<file path="src/rtl/core/ertd_pkg.sv">
`timescale 1ns / 1ps

package ertd_pkg;

    localparam int SAMPLE_W  = 24;
    localparam int GAIN_W    = 16;
    localparam int FRAC_W    = 8;
    localparam int DELAY_W   = 12;
    localparam int BUF_AW    = 12;
    localparam int BUF_DEPTH = 1 << BUF_AW;
    localparam int MAX_TAPS  = 32;
    localparam int TAP_AW    = $clog2(MAX_TAPS);
    localparam int CNT_W     = 6;
    localparam int OUT_SHIFT = SAMPLE_W - 1;
    localparam int DIFF_W    = SAMPLE_W + 1;
    localparam int MIX_W     = DIFF_W + FRAC_W + 1;
    localparam int INTERP_W  = SAMPLE_W + FRAC_W;
    localparam int PROD_W    = INTERP_W + GAIN_W;
    localparam int ACC_W     = 56;
    localparam int SHIFT_W   = ACC_W - OUT_SHIFT;
    localparam int ENTRY_W   = DELAY_W + FRAC_W + GAIN_W;

    localparam logic [CNT_W-1:0] ACTIVE_RESET = CNT_W'(18);

    localparam logic FUNC_SAMPLE = 1'b0;
    localparam logic FUNC_LOAD   = 1'b1;

    typedef struct packed {
        logic start;
        logic issue;
        logic cap;
        logic cap_ok;
        logic mix;
        logic mix_ok;
        logic mac;
    } t_dp_ctrl;

endpackage

</file>
<file path="src/rtl/core/ertd_datapath.sv">
`timescale 1ns / 1ps

module ertd_datapath (
    input  logic                                   i_clk,
    input  ertd_pkg::t_dp_ctrl                     i_ctrl,
    input  logic signed [ertd_pkg::SAMPLE_W-1:0]   i_x,
    input  logic signed [ertd_pkg::SAMPLE_W-1:0]   i_q,
    input  logic        [ertd_pkg::FRAC_W-1:0]     i_frac,
    input  logic signed [ertd_pkg::GAIN_W-1:0]     i_gain,
    output logic signed [ertd_pkg::SAMPLE_W-1:0]   o_y
);

    import ertd_pkg::*;

    logic signed [ACC_W-1:0]    r_acc;
    logic        [FRAC_W-1:0]   r_f;
    logic signed [GAIN_W-1:0]   r_g0;
    logic signed [GAIN_W-1:0]   r_g1;
    logic signed [SAMPLE_W-1:0] r_s0;
    logic signed [INTERP_W-1:0] r_interp;

    logic signed [SAMPLE_W-1:0]           w_s1;
    logic signed [DIFF_W-1:0]             w_diff;
    logic signed [MIX_W-1:0]              w_prod;
    logic signed [MIX_W-1:0]              w_mix;
    logic signed [PROD_W-1:0]             w_mac;
    logic signed [ACC_W-1:0]              w_rnd;
    logic signed [SHIFT_W-1:0]            w_sh;
    logic        [SHIFT_W-SAMPLE_W:0]     w_upper;

    // interp = 256*s0 + f*(s1 - s0)
    assign w_s1   = i_ctrl.mix_ok ? i_q : '0;
    assign w_diff = DIFF_W'(w_s1) - DIFF_W'(r_s0);
    assign w_prod = $signed({1'b0, r_f}) * w_diff;
    assign w_mix  = (MIX_W'(r_s0) <<< FRAC_W) + w_prod;
    assign w_mac  = r_interp * r_g1;

    always_ff @(posedge i_clk) begin
        if (i_ctrl.issue) begin
            r_f  <= i_frac;
            r_g0 <= i_gain;
        end
        if (i_ctrl.cap) begin
            r_s0 <= i_ctrl.cap_ok ? i_q : '0;
        end
        if (i_ctrl.mix) begin
            r_interp <= w_mix[INTERP_W-1:0];
            r_g1     <= r_g0;
        end
        if (i_ctrl.start) begin
            r_acc <= ACC_W'(i_x) <<< OUT_SHIFT;
        end else if (i_ctrl.mac) begin
            r_acc <= r_acc + ACC_W'(w_mac);
        end
    end

    // round half up, then saturate
    assign w_rnd   = r_acc + (ACC_W'(1) <<< (OUT_SHIFT - 1));
    assign w_sh    = w_rnd[ACC_W-1:OUT_SHIFT];
    assign w_upper = w_sh[SHIFT_W-1:SAMPLE_W-1];

    always_comb begin
        if (&w_upper || ~|w_upper) begin
            o_y = w_sh[SAMPLE_W-1:0];
        end else begin
            o_y = {w_sh[SHIFT_W-1], {(SAMPLE_W-1){~w_sh[SHIFT_W-1]}}};
        end
    end

endmodule

</file>
<file path="config.mk">
export PLATFORM = sky130hd
export DESIGN_NAME = ertd_datapath
export DESIGN_NICKNAME = d
export VERILOG_FILES = /design/src/rtl/core/ertd_pkg.sv /design/src/rtl/core/ertd_datapath.sv
export SDC_FILE = /design/constraint.sdc
export NUM_CORES = 2
export LEC_CHECK = 0
export ABC_AREA = 1
export ABC_CLOCK_PERIOD_IN_PS = 8850
export BUFFER_PORTS_ARGS = -buffer_cell sky130_fd_sc_hd__buf_4
export CORE_MARGIN = 10
export CORE_UTILIZATION = 58
export CTS_BUF_LIST = sky130_fd_sc_hd__clkbuf_16
export CTS_CLUSTER_SIZE = 14
export DETAILED_ROUTE_END_ITERATION = 6
export HOLD_SLACK_MARGIN = 0.15
export PLACE_DENSITY_LB_ADDON = 0.1
export SLEW_MARGIN = 40
export SYNTH_ARGS = -nofsm -noshare
export SYNTH_HDL_FRONTEND = slang
export SYNTH_SLANG_ARGS = --single-unit
</file>
<file path="constraint.sdc">
create_clock -name i_clk -period 8.85 [get_ports i_clk]
set_input_delay 1.3275 -clock i_clk [delete_from_list [all_inputs] [get_ports i_clk]]
set_output_delay 1.3275 -clock i_clk [all_outputs]
set_load 0.005 [all_outputs]
</file>
Word-level counts from Yosys, hierarchy flattened
Index checks and enable logic that the tools add are counted.
{ "totals": {"register_bits": 152, "latch_bits": 0, "ram_bits": 0, "romBits": 0, "in_bits": 80, "out_inout_bits": 24, "word_cells": 23, "memories": 0} }
{ "op_classes": {"add_sub_neg": 4, "multipliers": 2, "div": 0, "order_cmp": 0, "n_eq_ne": 0, "n_shift": 0, "muxes": 4, "bitwise": 1, "reduce_logical": 5} }
{ "ops": {"columns": ["operator", "count"], "rows": [
  ["$mux W56", 2],
  ["$add A56 B24 Y56 const B", 1],
  ["$add A56 B48 Y56", 1],
  ["$mul A32 B16 Y48", 1],
  ["$mux W24", 2],
  ["$add A32 B32 Y32", 1],
  ["$mul A9 B25 Y32", 1],
  ["$sub A24 B24 Y25", 1],
  ["$reduce_and A10 Y1", 1],
  ["$reduce_or A10 Y1", 1],
  ["$reduce_bool A2 Y1", 1],
  ["$logic_not A1 Y1", 1],
  ["$logic_or A1 B1 Y1", 1],
  ["$not A1 Y1", 1]
]} }

Depth between registers and ports, before layout
{ "depth": {"depth_word": 5, "ltp_mapped": 35} }

Least setup slack after synthesis
Ideal clock, no wire load.
{ "synth_timing": {"path_kind": "input to register", "startpoint": "input port i_ctrl[1] (netlist name)", "endpoint": "register r_interp[31] (data pin)", "setup_time_ns": 0.252, "arrival_time_ns": 6.968, "required_time_ns": 8.598, "setup_slack_ns": 1.630, "cell_stages": 30, "cell_sequence": "clkbuf_1 > nand2_1 > ha_1 > inv_1 > fa_1 > nand2_1 > nand2_1 > nand2_1 > o21bai_2 > nand3_1 > nand3_1 > xnor2_1 > or2_2 > fa_1 > inv_1 > fa_1 > fa_1 > fa_1 > inv_1 > fa_1 > inv_1 > ha_1 > clkbuf_1 > nand2_1 > nor2_1 > nand2_1 > or2_2 > nand3_1 > nand3b_1 > nand2_1"} }
{ "synth_between": {"elab_chain_cells": 4} }
{ "synth_lines": {"columns": ["item", "line_no", "rtl"], "rows": [
  ["start, declared", "ertd_datapath.sv:5", "input ertd_pkg::t_dp_ctrl i_ctrl,"],
  ["$mux W24", "ertd_datapath.sv:32", "assign w_s1 = i_ctrl.mix_ok ? i_q : '0;"],
  ["$sub A24 B24 Y25", "ertd_datapath.sv:33", "assign w_diff = DIFF_W'(w_s1) - DIFF_W'(r_s0);"],
  ["$mul A9 B25 Y32", "ertd_datapath.sv:34", "assign w_prod = $signed({1'b0, r_f}) * w_diff;"],
  ["$add A32 B32 Y32", "ertd_datapath.sv:35", "assign w_mix = (MIX_W'(r_s0) <<< FRAC_W) + w_prod;"],
  ["via w_mix[31]", "ertd_datapath.sv:25", "logic signed [MIX_W-1:0] w_mix;"],
  ["end signal, assigned", "ertd_datapath.sv:47", "r_interp <= w_mix[INTERP_W-1:0];"],
  ["end, declared", "ertd_datapath.sv:20", "logic signed [INTERP_W-1:0] r_interp;"]
]} }
The timed path passes the listed nets, and every way through them passes these cells.
A chain may end at the register's enable or synchronous reset.

Final worst setup path
{ "layout_timing": {"startpoint": "input port i_ctrl[1] (netlist name)", "endpoint": "register r_interp[30] (data pin)"} }
Same word-level chain as after synthesis.

==> reports/metrics.cfg <==
[timing]
worst_slew_margin_rel=0.417
rsz0062_at_grt=no
fin_tns_setup_ps=0
maxSlewViolCount=0
skew_ps=10.9
setup_violations=0
min_period_ps=8180
tightest_slew_ps=875
max_clock_freq_mhz=122
fin_hold_ws_ps=423
finalHoldViolCount=0
fin_crit_sh=0.924

[critical_path]
cp-startpoint=i_ctrl[1]
arrival_ps=8440
start_kind=primary input
path_depth=27
r2r_end=r_interp[30]$_DFFE_PP_
critPathMostFrequentCell=nand2_1
required_ps=9110
worst-path-buf-inv=5
critical-path-max-stage-delay_ps=670
cp-end-kind=flop
slowest_stage=o21ai_0
worstPathMaxFanout=24
r2r_start=r_s0[2]$_SDFFCE_PN0P_
path_class=primary input to flop
r2r_cells=25
crit_end=r_interp[30]$_DFFE_PP_
r2r_setup_slack_ps=1270
critPathTopFamily=adder cells

[clocking]
holdBufCountCts=0
cts_resized=0
cts_tree=done
cts_sinks=152
clkTransAtPathRegs_ps=80
post_cts.repair.setup_buffers=0
clk_path_buf_depth=2
clkLatencyLatePin_ps=510
cts_root_buffer=clkbuf_16
cts_buffers=17
h-tree-depth=4

[die]
rows=93
dieWidth_um=274
die_area_mm2=0.0751
fp.coreArea_mm2=0.0642
io_pins=104
fp.dieH_um=274
start_util=0.583

[job]
drv_cap=0

[grt]
grt_first_pass_wirelength_mm=174
track_usage=0.300
antenna_found_initial=1
grt_overflow=0
grt_max_degree=49
grt_pass1_vias=31500

[routing]
wirelength_mm=107
drt_first_pass_iters=6
dr.first_iter.drc_count=2133
via_per_inst=5.26
remaining_drc_errors=0
routedWlPerCell_um=18.8
drt.antenna.violating_nets=0
vias=30000

[logic_synthesis]
synth_top_area_frac=0.398
netlist_area_mm2=0.0375
ys_ff_latch=152
yosysWarningCount=0
synth-main-ff-cell=edfxtp_1
ys_async_sr_fraction=0
syn_area_per_cell_um2=7.76
ys_types=42
synth_top_cell_by_area=fa_1
ys_seq_area_frac=0.116
synth_edf_count=129
postSynthCellCount=4827
synthesis.nets=5891
netlist_top_cells_area=fa_1 (40%), inv_1 (13%), nand2_1 (13%)

[layout]
syn2layout_area_growth_pct=5.80
insertedDiodeCount=0
layout-drive-gt1-share=0.0464
num-nets-final=5904
nFillCells=5955
finalNonFillerCells=5708
seq_area_mm2=0.00433
multi_input_area_mm2=0.0276
final_cell_mix=inv_1 (1313), nand2_1 (1313), fa_1 (744)

[placement]
place_hpwl_mm=93.9
port_buffers=103
placedCellCount=5672
place.gp.congestion=0.989

[min_path]
hold_class=flop to flop

[outcome]
outcome=finished clean

## registers in the layout (all words and copies together) (netlist names)
signal	count
r_acc	56
r_interp	32
r_s0	24
r_g0	16
r_g1	16
r_f	8
## layer usage
layer / up-vias / routed length (um) / track usage / share of wire
met3: 204 / 6960 / 0.0480 / 0.065
li1: 14000 / - / - / -
met2: 937 / 51500 / 0.502 / 0.48
met5: - / 13 / 0 / 0.00012
met4: 2 / 3560 / 0.100 / 0.033
met1: 14900 / 45300 / 0.393 / 0.42
## how the worst min path moves through the flow
stage / start / to / slack (ps) / cells past startpoint
after floorplan: r_g0[0]$_DFFE_PP_ / r_g1[0]$_DFFE_PP_ / 400 / 0
after global placement: r_g0[12]$_DFFE_PP_ / r_g1[12]$_DFFE_PP_ / 400 / 0
after CTS: r_g0[2]$_DFFE_PP_ / r_g1[2]$_DFFE_PP_ / 420 / 0
final: r_g0[5]$_DFFE_PP_ / r_g1[5]$_DFFE_PP_ / 420 / 0
after detailed placement: r_g0[2]$_DFFE_PP_ / r_g1[2]$_DFFE_PP_ / 410 / 0
after global routing: r_g0[2]$_DFFE_PP_ / r_g1[2]$_DFFE_PP_ / 430 / 0
## stage by stage
step / cell area (um2) / util / setup slack (ps)
after floorplan: 37500 / - / 1630
after global placement: 38900 / 0.606 / 246
after detailed placement: 39000 / 0.607 / 245
after CTS: 39600 / 0.616 / 804
after global routing: 39600 / 0.617 / 391
final: 39600 / 0.617 / 672
## final cells by class
| cell class | count | area share |
|---|---|---|
| clock inverters | 15 | 0.00452 |
| inverters | 1320 | 0.125 |
| flip-flops and latches | 152 | 0.109 |
| clock buffers | 17 | 0.0107 |
| repair buffers | 139 | 0.0269 |
| multi-input cells | 3210 | 0.696 |
| well taps | 855 | 0.0270 |
## cells in the mapped netlist, types with 16 or more instances
master and count:
o21bai_1 16, nand4_1 29, fa_1 745, clkbuf_1 140, inv_1 1318, nor2_1 311
nand2_1 1313, nand3_1 148, a21oi_1 123, dfxtp_1 23, ha_1 239, edfxtp_1 129
nor3_1 26, xnor2_1 35, or2_2 30, o21ai_0 91, xor2_1 49
## cell families (layout without fill, tap and decap cells)
| family | count (synthesis) | count (layout) | synth area share |
|---|---|---|---|
| flip-flops | 152 | 152 | 0.116 |
| adder cells (fa/ha/maj) | 984 | 984 | 0.478 |
| XOR/XNOR | 84 | 84 | 0.0196 |
| AO/OA/AOI/OAI | 254 | 254 | 0.0369 |
| AND/OR/NAND/NOR | 1888 | 1888 | 0.202 |
| buffers and inverters | 1465 | 1491 | 0.148 |
Power is left out: the tool's default activity adds up to more than one toggle a clock period on the data nets, which glitch-free logic cannot reach.
