`config.mk`:
```
export PLATFORM = sky130hd
export DESIGN_NAME = ertd_ram
export DESIGN_NICKNAME = d
export VERILOG_FILES = /design/src/rtl/core/ertd_ram.sv
export SDC_FILE = /design/constraint.sdc
export NUM_CORES = 1
export LEC_CHECK = 0
export ABC_AREA = 1
export BUFFER_PORTS_ARGS = -buffer_cell sky130_fd_sc_hd__buf_4
export CORE_ASPECT_RATIO = 0.9
export CORE_MARGIN = 4
export CORE_UTILIZATION = 60
export CTS_BUF_LIST = sky130_fd_sc_hd__clkbuf_8 sky130_fd_sc_hd__clkbuf_16
export DETAILED_ROUTE_END_ITERATION = 6
export PLACE_DENSITY_LB_ADDON = 0.3
export SLEW_MARGIN = 20
export SYNTH_ARGS = -nofsm -noshare
export SYNTH_HDL_FRONTEND = slang
export SYNTH_SLANG_ARGS = --single-unit
```
`constraint.sdc`:
```
create_clock -name i_clk -period 1.8 [get_ports i_clk]
set_input_delay 0.36 -clock i_clk [delete_from_list [all_inputs] [get_ports i_clk]]
set_output_delay 0.36 -clock i_clk [all_outputs]
set_load 0.01 [all_outputs]
```
`src/rtl/core/ertd_ram.sv`:
```
`timescale 1ns / 1ps

module ertd_ram #(
    parameter int WIDTH = 8,
    parameter int DEPTH = 32
) (
    input  logic                     i_clk,
    input  logic                     i_we,
    input  logic [$clog2(DEPTH)-1:0] i_waddr,
    input  logic [WIDTH-1:0]         i_wdata,
    input  logic [$clog2(DEPTH)-1:0] i_raddr,
    output logic [WIDTH-1:0]         o_rdata
);

    logic [WIDTH-1:0] r_mem [DEPTH];
    logic [WIDTH-1:0] r_rdata;

    always_ff @(posedge i_clk) begin
        if (i_we) begin
            r_mem[i_waddr] <= i_wdata;
        end
        r_rdata <= r_mem[i_raddr];
    end

    assign o_rdata = r_rdata;

endmodule

```
## Word-level counts from Yosys, hierarchy flattened

Memory sizes are Yosys's and may differ from the RTL's. A register that Yosys moved wholly into a read port is not among the register bits.
Cells that the tools add are included.
Widths: inputs -> output; s select.

- Memories: 1
- Bits in registers: 0
- Logic and storage cells: 3
- Input bits: 20
- RAM bits: 256

Memories:

| name | depth | bits a word | read ports | clocked after memory_dff | write ports | line | source |
|---|---|---|---|---|---|---|---|
| r_mem | 32 | 8 | 1 | 1 | 1 | 15 | `logic [WIDTH-1:0] r_mem [DEPTH];` |

- Multiplexer cells: 2

Operator list:

| cell | count |
|---|---|
| $mux 1 | 2 |

## Logic depth before layout (Yosys ltp)

Gate-level depths: netlist of run 1.

- Depth after elaboration: 2
- Depth in mapped cells: 11
- Mapped depth without buffers: 9

## Worst setup path before layout of run 1

No wires, ideal clock.

- Path kind: input port to flip-flop
- Start point: input port i_waddr[0]
- End point: memory r_mem[0][0] (enable)
- Path slack: 406 ps
- Setup time: 370 ps
- Stages on the path: 3
- Data arrival time: 1024 ps
- Buffers on the path: 0
- Data required time: 1430 ps
- Cell sequence: inv_1 > nand3_1 > nor2_1

RTL lines:

| item | line | source |
|---|---|---|
| from (decl) | 9 | `input logic [$clog2(DEPTH)-1:0] i_waddr,` |
| to (decl) | 15 |  |

No word-level cell before the write port.

## Worst setup path in the final report of run 1

- Start point: register r_rdata[4], in the netlist o_rdata[4] (read register of r_mem)
- End point: output port o_rdata[4]

RTL lines:

| item | line | source |
|---|---|---|
| from (decl) | 16 | `logic [WIDTH-1:0] r_rdata;` |
| to (decl) | 12 | `output logic [WIDTH-1:0] o_rdata` |

No word-level cell between the ends.

==> flow_summary.yaml, run 1 <==
critical_path:
  slowest_stage: "dfxtp_1"
  arrival_ps: 1040
  endpoint: "o_rdata[4]"
  cpPeakStageDelay_ps: 380
  cpLargestDelayFamily: "flip-flops"
  path_cells: "buf_4"
  start_kind: "flop"
  critPathLaunch: "o_rdata[4]"
  crit_cells: 1
  critPathMaxFanout: 1
  r2r_start: "r_mem[28][0]"
  r2r.worst_path.cells: 8
  crit_buf_inv: 1
  rrSetupSlack_ps: 650
  r2r_end: "o_rdata[0]"
  critPathRequiredTime_ps: 1440
  path_class: "reg2out"
  end_kind: "output port"
drt:
  dr_wl_met2_um: 11670
  post_drt_wl_per_cell_um: 19.73
  firstDrtPassIters: 5
  drt_iter0_markers: 935
  top_layer: "met4"
  dr_total_vias: 7095
  antenna_left: 0
  drc: 0
  m1WireLength_um: 10090
  met3_length_um: 2104
  drt_wl_total_um: 24410
  avgViaCountPerCell: 5.736
floorplan:
  initial_core_util: 0.6125
  core_area_um2: 17610
  dieArea_um2: 20190
  row_count: 46
  dieHeight_um: 135.2
  io_pins: 28
  die_x_um: 149.3
clocking:
  htreeDepth: 1
  cts_tree: "done"
  cts.clk_slew.worst_paths_ps: 60
  clkSinkCount: 264
  cts_root_buffer: "clkbuf_16"
  cts_setup_buffers: 0
  cts_hold_buf: 0
  cts_buffers: 26
  clock_latency_ps: 520
  cts_max_path_buffers: 3
  cts_resized: 0
yosys:
  syn_area_um2: 10790
  synth_fp_nets: 942
  synth_warnings: 0
  synth_top_area_frac: 0.7127
  avgSynthCellArea_um2: 11.70
  ys_types: 12
  synth_top_cell_by_area: "edfxtp_1"
  ys_top_cells_by_area: "edfxtp_1 (71%), nand2_1 (13%), nand3_1 (9.5%)"
  synthCells: 922
  synth_seq_cells: 264
  yosysSeqAreaShare: 0.7275
finish:
  final_cell_mix: "nand2_1 (360), edfxtp_1 (256), nand3_1 (204), buf_4 (71), nor2_1 (32)"
  layout_commonest_cell: "nand2_1"
  area_delta_synth_final_pct: 13.06
  final_cells: 1237
  drive_gt1_frac: 0.1153
  insertedDiodeCount: 0
  fin_nets: 997
place:
  place.gp.congestion: 0.8150
  dp_hpwl_um: 14140
  placed_cells: 1189
  io_buffers: 27
  dp_slack_ps: 140.4
power:
  power_density_nw_per_um2: 1053
  power.total_mw: 12.84
  vdd_drop_max_mv: 0.8719
  leakage_nw: 4.646
grt:
  overflow: 0
  grt_pass1_vias: 6764
  grt_first_pass_wirelength_um: 38080
  grt_start_max_net_pins: 65
  antenna_found_initial: 0
  grt_use_total: 0.2461
sta:
  holdWs_ps: 170.2
  worst_pin_slew_ps: 618.8
  post-route-min-period_ps: 1404
  hold_viol: 0
  maxSlewViolCount: 0
  final.setup.tns_ps: 0
  finalCritPeriodShare: 0.7798
  skew_ps: 7.404
  fmax_mhz: 712.5
  setup_ws_ps: 396.4
  rsz0062_at_grt: "no"
  setup_viol: 0
  slew_headroom: 0.5870
hold_path:
  hold_class: "in2reg"
outcome:
  outcome: "complete, no violations"
run:
  max-cap-violations: 0
-- routing by layer --
| metal | GRT usage | up-vias |
|---|---|---|
| met1 | 0.3711 | 3384 |
| met2 | 0.3918 | 360 |
| li1 | - | 3307 |
| met4 | 0.05694 | 0 |
| met5 | 0 | - |
| met3 | 0.03078 | 44 |
-- cell usage after synthesis --
cell,instances
inv_1,8
buf_1,2
buf_6,24
nand2_1,360
nor2_1,32
inv_2,2
buf_4,4
edfxtp_1,256
nand3_1,204
dfxtp_1,8
buf_2,15
clkbuf_1,7
-- layout make-up --
class	count	area (um^2)
Clock buffer	31	730.7
Multi-Input combinational cell	596	2492
Tap cell	240	300.3
Clock inverter	17	92.59
Fill cell	1230	5416
Sequential cell	264	7848
Inverter	10	38.79
Timing Repair Buffer	79	693.2
-- flip-flops by register name, indices dropped and copies added, names as in the netlist --
name     flops
r_mem      256
o_rdata      8
-- cell families after synthesis --
| logic type | Yosys count | share of synthesized area |
|---|---|---|
| flops | 264 | 0.7275 |
| buf+inv | 62 | 0.04141 |
| simple gates | 596 | 0.2311 |
-- through the flow --
step / cell area (um^2) / util
after global routing: 12200 / 0.6925
final: 12200 / 0.6925
after detailed placement: 11370 / 0.6457
after floorplan: 10790 / -
after CTS: 12200 / 0.6925
after global placement: 11370 / 0.6457
-- how the worst min path moves through the flow --
stage                           from          end  cells past startpoint
after floorplan           i_wdata[0]  r_mem[0][0]                      0
after global placement    i_raddr[4]   o_rdata[2]                      3
after detailed placement  i_raddr[4]   o_rdata[2]                      3
after CTS                 i_raddr[4]   o_rdata[2]                      3
after global routing      i_raddr[4]   o_rdata[3]                      3
final                     i_raddr[4]   o_rdata[3]                      3
-- where the power goes --
part           internal [mW]  switching (mW)
Clock                   3.00            2.13
Sequential              6.83          0.0293
Combinational          0.261           0.591
No activity file was read; power rests on OpenSTA's default activity.
==> run 2: changes to the inputs <==
--- a/config.mk
+++ b/config.mk
@@ -9,7 +9,7 @@
 export BUFFER_PORTS_ARGS = -buffer_cell sky130_fd_sc_hd__buf_4
 export CORE_ASPECT_RATIO = 0.9
 export CORE_MARGIN = 4
-export CORE_UTILIZATION = 60
+export CORE_UTILIZATION = 56
 export CTS_BUF_LIST = sky130_fd_sc_hd__clkbuf_8 sky130_fd_sc_hd__clkbuf_16
 export DETAILED_ROUTE_END_ITERATION = 6
 export PLACE_DENSITY_LB_ADDON = 0.3
==> constraint.sdc (replaced) <==
create_clock -name i_clk -period 1.2 [get_ports i_clk]
set_input_delay 0.24 -clock i_clk [delete_from_list [all_inputs] [get_ports i_clk]]
set_output_delay 0.24 -clock i_clk [all_outputs]
set_load 0.01 [all_outputs]
==> run 2 against run 1 <==
Effect of this change:
- the run now ends with setup timing left
- largest power group unchanged
- worst hold slack lost 18 ps
- global-route usage down 1.5 points
- highest routed layer unchanged
- sequential share of layout area decreased by 1.2 points
- non-clock buffer count is 10 higher
==> flow_summary.yaml, run 2 (synthesis results as in run 1) <==
sta:
  slew_headroom: 0.6861
  maxSlewViolCount: 0
  setup_viol: 7
  finalCritPeriodShare: 1.033
  hold_viol: 0
  fmax_mhz: 806.9
  worst_pin_slew_ps: 470.4
  skew_ps: 11.82
  post-route-min-period_ps: 1239
  rsz0062_at_grt: "yes"
  holdWs_ps: 151.8
  setup_ws_ps: -39.24
finish:
  largest_reg_flops: 256
  area_delta_synth_final_pct: 15.32
  fillers: 1307
  drive_gt1_frac: 0.1360
  insertedDiodeCount: 0
  utilization: 0.6673
  final_cell_mix: "nand2_1 (358), edfxtp_1 (256), nand3_1 (203), buf_4 (67), nor2_1 (30)"
  final_cells: 1252
  fin_nets: 1007
  top_register: "r_mem"
  layout_commonest_cell: "nand2_1"
  seqCellArea_um2: 7860
  multiInputGateArea_um2: 2507
clocking:
  cts_max_path_buffers: 3
  cts_tree: "done"
  cts_root_buffer: "clkbuf_16"
  cts_buffers: 26
  cts.clk_slew.worst_paths_ps: 60
  htreeDepth: 1
  clock_latency_ps: 530
  clkSinkCount: 264
  cts_setup_buffers: 0
drt:
  drc: 0
  drt_iter0_markers: 878
  post_drt_wl_per_cell_um: 19.91
  dr_total_vias: 7123
  avgViaCountPerCell: 5.689
  drt_wl_total_um: 24920
  antenna_left: 0
  firstDrtPassIters: 5
outcome:
  outcome: "complete, but fails checks"
  violations: "setup timing"
grt:
  overflow: 0
  antenna_found_initial: 0
  grt_first_pass_wirelength_um: 38770
  grt_pass1_vias: 6905
  grt_start_max_net_pins: 65
  grt_use_total: 0.2314
critical_path:
  critPathRequiredTime_ps: 960
  arrival_ps: 1000
  end_kind: "output port"
  slowest_stage: "dfxtp_4"
  cpPeakStageDelay_ps: 360
  crit_buf_inv: 1
  cpLargestDelayFamily: "flip-flops"
  path_cells: "buf_6"
  start_kind: "flop"
  path_class: "reg2out"
  rrSetupSlack_ps: 50
  critPathMaxFanout: 1
floorplan:
  io_pins: 28
  dieHeight_um: 139.7
  dieArea_um2: 21550
  core_area_um2: 18640
  initial_core_util: 0.5786
  die_x_um: 154.3
  row_count: 47
hold_path:
  hold_class: "in2reg"
power:
  power_density_nw_per_um2: 1594
  vdd_drop_max_mv: 1.458
  power.total_mw: 19.83
  leakage_nw: 4.738
place:
  io_buffers: 27
  dp_hpwl_um: 14590
  dp_slack_ps: -381.3
  placed_cells: 1203
  place.gp.congestion: 0.8773
run:
  max-cap-violations: 0
## run 2: through the flow
| stage | instance area, um^2 | setup TNS, ps |
|---|---|---|
| global placement | 11510 | -20590 |
| global route | 12440 | -301.2 |
| floorplan | 10790 | -15810 |
| finish | 12440 | -184.1 |
| detailed placement | 11510 | -24400 |
| CTS | 12430 | -239.6 |
## run 2: routing by layer
metal  track usage  vias to the layer above  share of wire
met4       0.05809                        0          0.018
met3       0.03508                       47          0.077
li1              -                     3325              -
met5             0                        -              0
met2        0.3658                      349           0.48
met1        0.3425                     3402           0.43
## run 2: area by class of cell
type	count	area share
sequential	264	0.6319
timing repair buffer	89	0.06940
clock buffer	27	0.05432
multi-input combinational	596	0.2016
inverter	10	0.003118
tap	245	0.02464
clock inverter	21	0.01509
## run 2: worst paths after layout
kind	depth (start not counted)	from	to
max reg2reg	8	r_mem[9][1]	o_rdata[1]
min	1	i_wdata[3]	r_mem[26][3]
min reg2reg	8	r_mem[30][3]	o_rdata[3]
max	1	o_rdata[1]	o_rdata[1]
## run 2: power by group
part           internal [mW]  leakage (nW)  total, mW  switching [mW]
combinational          0.458          1.91       1.36           0.905
clock                   4.90         0.449       8.15            3.26
sequential              10.3          2.37       10.3          0.0617
total                   15.6          4.74       19.8            4.22
## run 2: what timing repair did
item                                    4_1_cts  5_1_grt
hold buffers                                  1        0
pin swaps                                     0        1
endpoints found under the setup margin        8       10
hold endpoints to repair                      1        0
gates resized for setup                      16        4
==> run 3: changes to the inputs <==
--- a/config.mk
+++ b/config.mk
@@ -12,7 +12,8 @@
 export CORE_UTILIZATION = 56
 export CTS_BUF_LIST = sky130_fd_sc_hd__clkbuf_8 sky130_fd_sc_hd__clkbuf_16
 export DETAILED_ROUTE_END_ITERATION = 6
-export PLACE_DENSITY_LB_ADDON = 0.3
+export PLACE_DENSITY = 0.76
+export SETUP_SLACK_MARGIN = 0.5
 export SLEW_MARGIN = 20
 export SYNTH_ARGS = -nofsm -noshare
 export SYNTH_HDL_FRONTEND = slang
==> run 3 against run 2 <==
Effect of this change:
- first-iteration DRC count up 15%
- cell count fell by 1.3%
- the run still ends with setup timing left
- critical path type unchanged
- global-route usage rose by 1.1 points
- non-clock buffer count is 11 lower
==> flow_summary.yaml, run 3 (synthesis results as in run 1) <==
outcome:
  outcome: "complete, but fails checks"
  violations: "setup timing"
hold_path:
  hold_path_end: "o_rdata[7]"
  hold_path_depth: 3
  hold_class: "in2reg"
  min_from: "i_raddr[4]"
place:
  place.gp.congestion: 0.9018
  io_buffers: 27
  postPlaceCellArea_um2: 11850
  placed_cells: 1185
  dp_hpwl_um: 16120
floorplan:
  core_area_um2: 18640
  die_x_um: 154.3
  initial_core_util: 0.5786
  dieArea_um2: 21550
  row_count: 47
  dieHeight_um: 139.7
  io_pins: 28
clocking:
  cts_buffers: 25
  cts_tree: "done"
  clkSinkCount: 264
  cts_max_path_buffers: 3
  clock_latency_ps: 510
  cts_hold_buf: 0
  cts.clk_slew.worst_paths_ps: 60
  htreeDepth: 1
  cts_root_buffer: "clkbuf_16"
critical_path:
  critPathRequiredTime_ps: 960
  crit_buf_inv: 1
  rrSetupSlack_ps: 30
  slowest_stage: "dfxtp_2"
  path_cells: "buf_6"
  end_kind: "output port"
  r2r_start: "r_mem[23][6]"
  path_class: "reg2out"
  cpLargestDelayFamily: "flip-flops"
  start_kind: "flop"
  r2r.worst_path.cells: 8
  cpPeakStageDelay_ps: 380
  critPathMaxFanout: 1
  arrival_ps: 1000
  r2r_end: "o_rdata[6]"
drt:
  drc: 0
  firstDrtPassIters: 7
  post_drt_wl_per_cell_um: 21.82
  antenna_left: 0
  avgViaCountPerCell: 5.960
  drt_iter0_markers: 1009
  dr_total_vias: 7367
  drt_wl_total_um: 26970
grt:
  grt_pass1_vias: 6750
  grt_start_max_net_pins: 47
  grt_use_total: 0.2425
  grt_first_pass_wirelength_um: 40320
  antenna_found_initial: 0
  overflow: 0
finish:
  utilization: 0.7231
  final_cell_mix: "nand2_1 (329), edfxtp_1 (256), nand3_1 (110), nand3_2 (78), nor2_4 (31)"
  final_area_um2: 13480
  layout_commonest_cell: "nand2_1"
  fin_nets: 995
  fillers: 1128
  drive_gt1_frac: 0.2846
  area_delta_synth_final_pct: 24.97
  top_register: "r_mem"
  largest_reg_flops: 256
  final_cells: 1236
  insertedDiodeCount: 0
power:
  leakage_nw: 4.922
  power_density_nw_per_um2: 1443
  power.total_mw: 19.46
  vdd_drop_max_mv: 1.020
run:
  max-cap-violations: 0
sta:
  hold_viol: 0
  setup_viol: 6
  slew_headroom: 0.7195
  final.setup.tns_ps: -151.2
  fmax_mhz: 804.1
  post-route-min-period_ps: 1244
  skew_ps: 9.793
  maxSlewViolCount: 0
  rsz0062_at_grt: "yes"
  worst_pin_slew_ps: 420.8
  setup_ws_ps: -43.67
  finalCritPeriodShare: 1.036
run 3: changes by cell type in the layout (fill, tap and decap cells not counted), sizes merged:
cell | previous run | this run
buf | 88 | 78
bufinv | 4 | 2
clkbuf | 27 | 25
clkinv | 11 | 7
clkinvlp | 0 | 1
dlygate4sd3 | 1 | 0
inv | 16 | 18
run 3: final cells by class:
type / count / area, um^2 / area share
clock buffers: 25 / 625.6 / 0.04641
clock inverters: 18 / 132.6 / 0.009839
inverters: 10 / 131.4 / 0.009746
multi-input cells: 596 / 3401 / 0.2523
flip-flops and latches: 264 / 7865 / 0.5834
well taps: 245 / 306.5 / 0.02274
repair buffers: 78 / 1018 / 0.07555
run 3: worst max-delay path by stage:
| stage | from | endpoint | slack (ps) | cells after the start |
|---|---|---|---|---|
| after global placement | i_raddr[0] | o_rdata[6] | -280 | 11 |
| after floorplan | i_waddr[0] | r_mem[28][0] | -30 | 3 |
| final | o_rdata[2] | o_rdata[2] | -40 | 1 |
| after global routing | r_mem[22][6] | o_rdata[6] | -50 | 8 |
| after CTS | o_rdata[1] | o_rdata[1] | -40 | 1 |
| after detailed placement | i_raddr[0] | o_rdata[6] | -330 | 11 |
run 3: metal layers:
metal | vias up | wire (um) | GRT usage
met5 | - | 0 | 0
met4 | 0 | 621 | 0.04554
met3 | 57 | 2916 | 0.04346
met2 | 484 | 12490 | 0.3642
met1 | 3506 | 10940 | 0.3794
li1 | 3320 | - | -
run 3: timing repair:
action / 4_1_cts / 5_1_grt
pin swaps: 95 / 95
cloned: 0 / 0
buffers inserted: 6 / 2
gates resized for setup: 95 / 86
endpoints found under the setup margin: 272 / 213
run 3: power by group:
| group | total (mW) | switching, mW | internal (mW) |
|---|---|---|---|
| clock network | 7.39 | 3.19 | 4.20 |
| logic | 1.75 | 1.15 | 0.605 |
| registers | 10.3 | 0.0675 | 10.3 |
| total | 19.5 | 4.40 | 15.1 |
run 3: through the flow:
stage	hold slack, ps	worst slack [ps]
floorplan	338.9	-34.64
global placement	533.3	-284.7
detailed placement	538.8	-334.5
CTS	2.863	-44.98
global route	33.04	-51.70
finish	30.57	-43.67
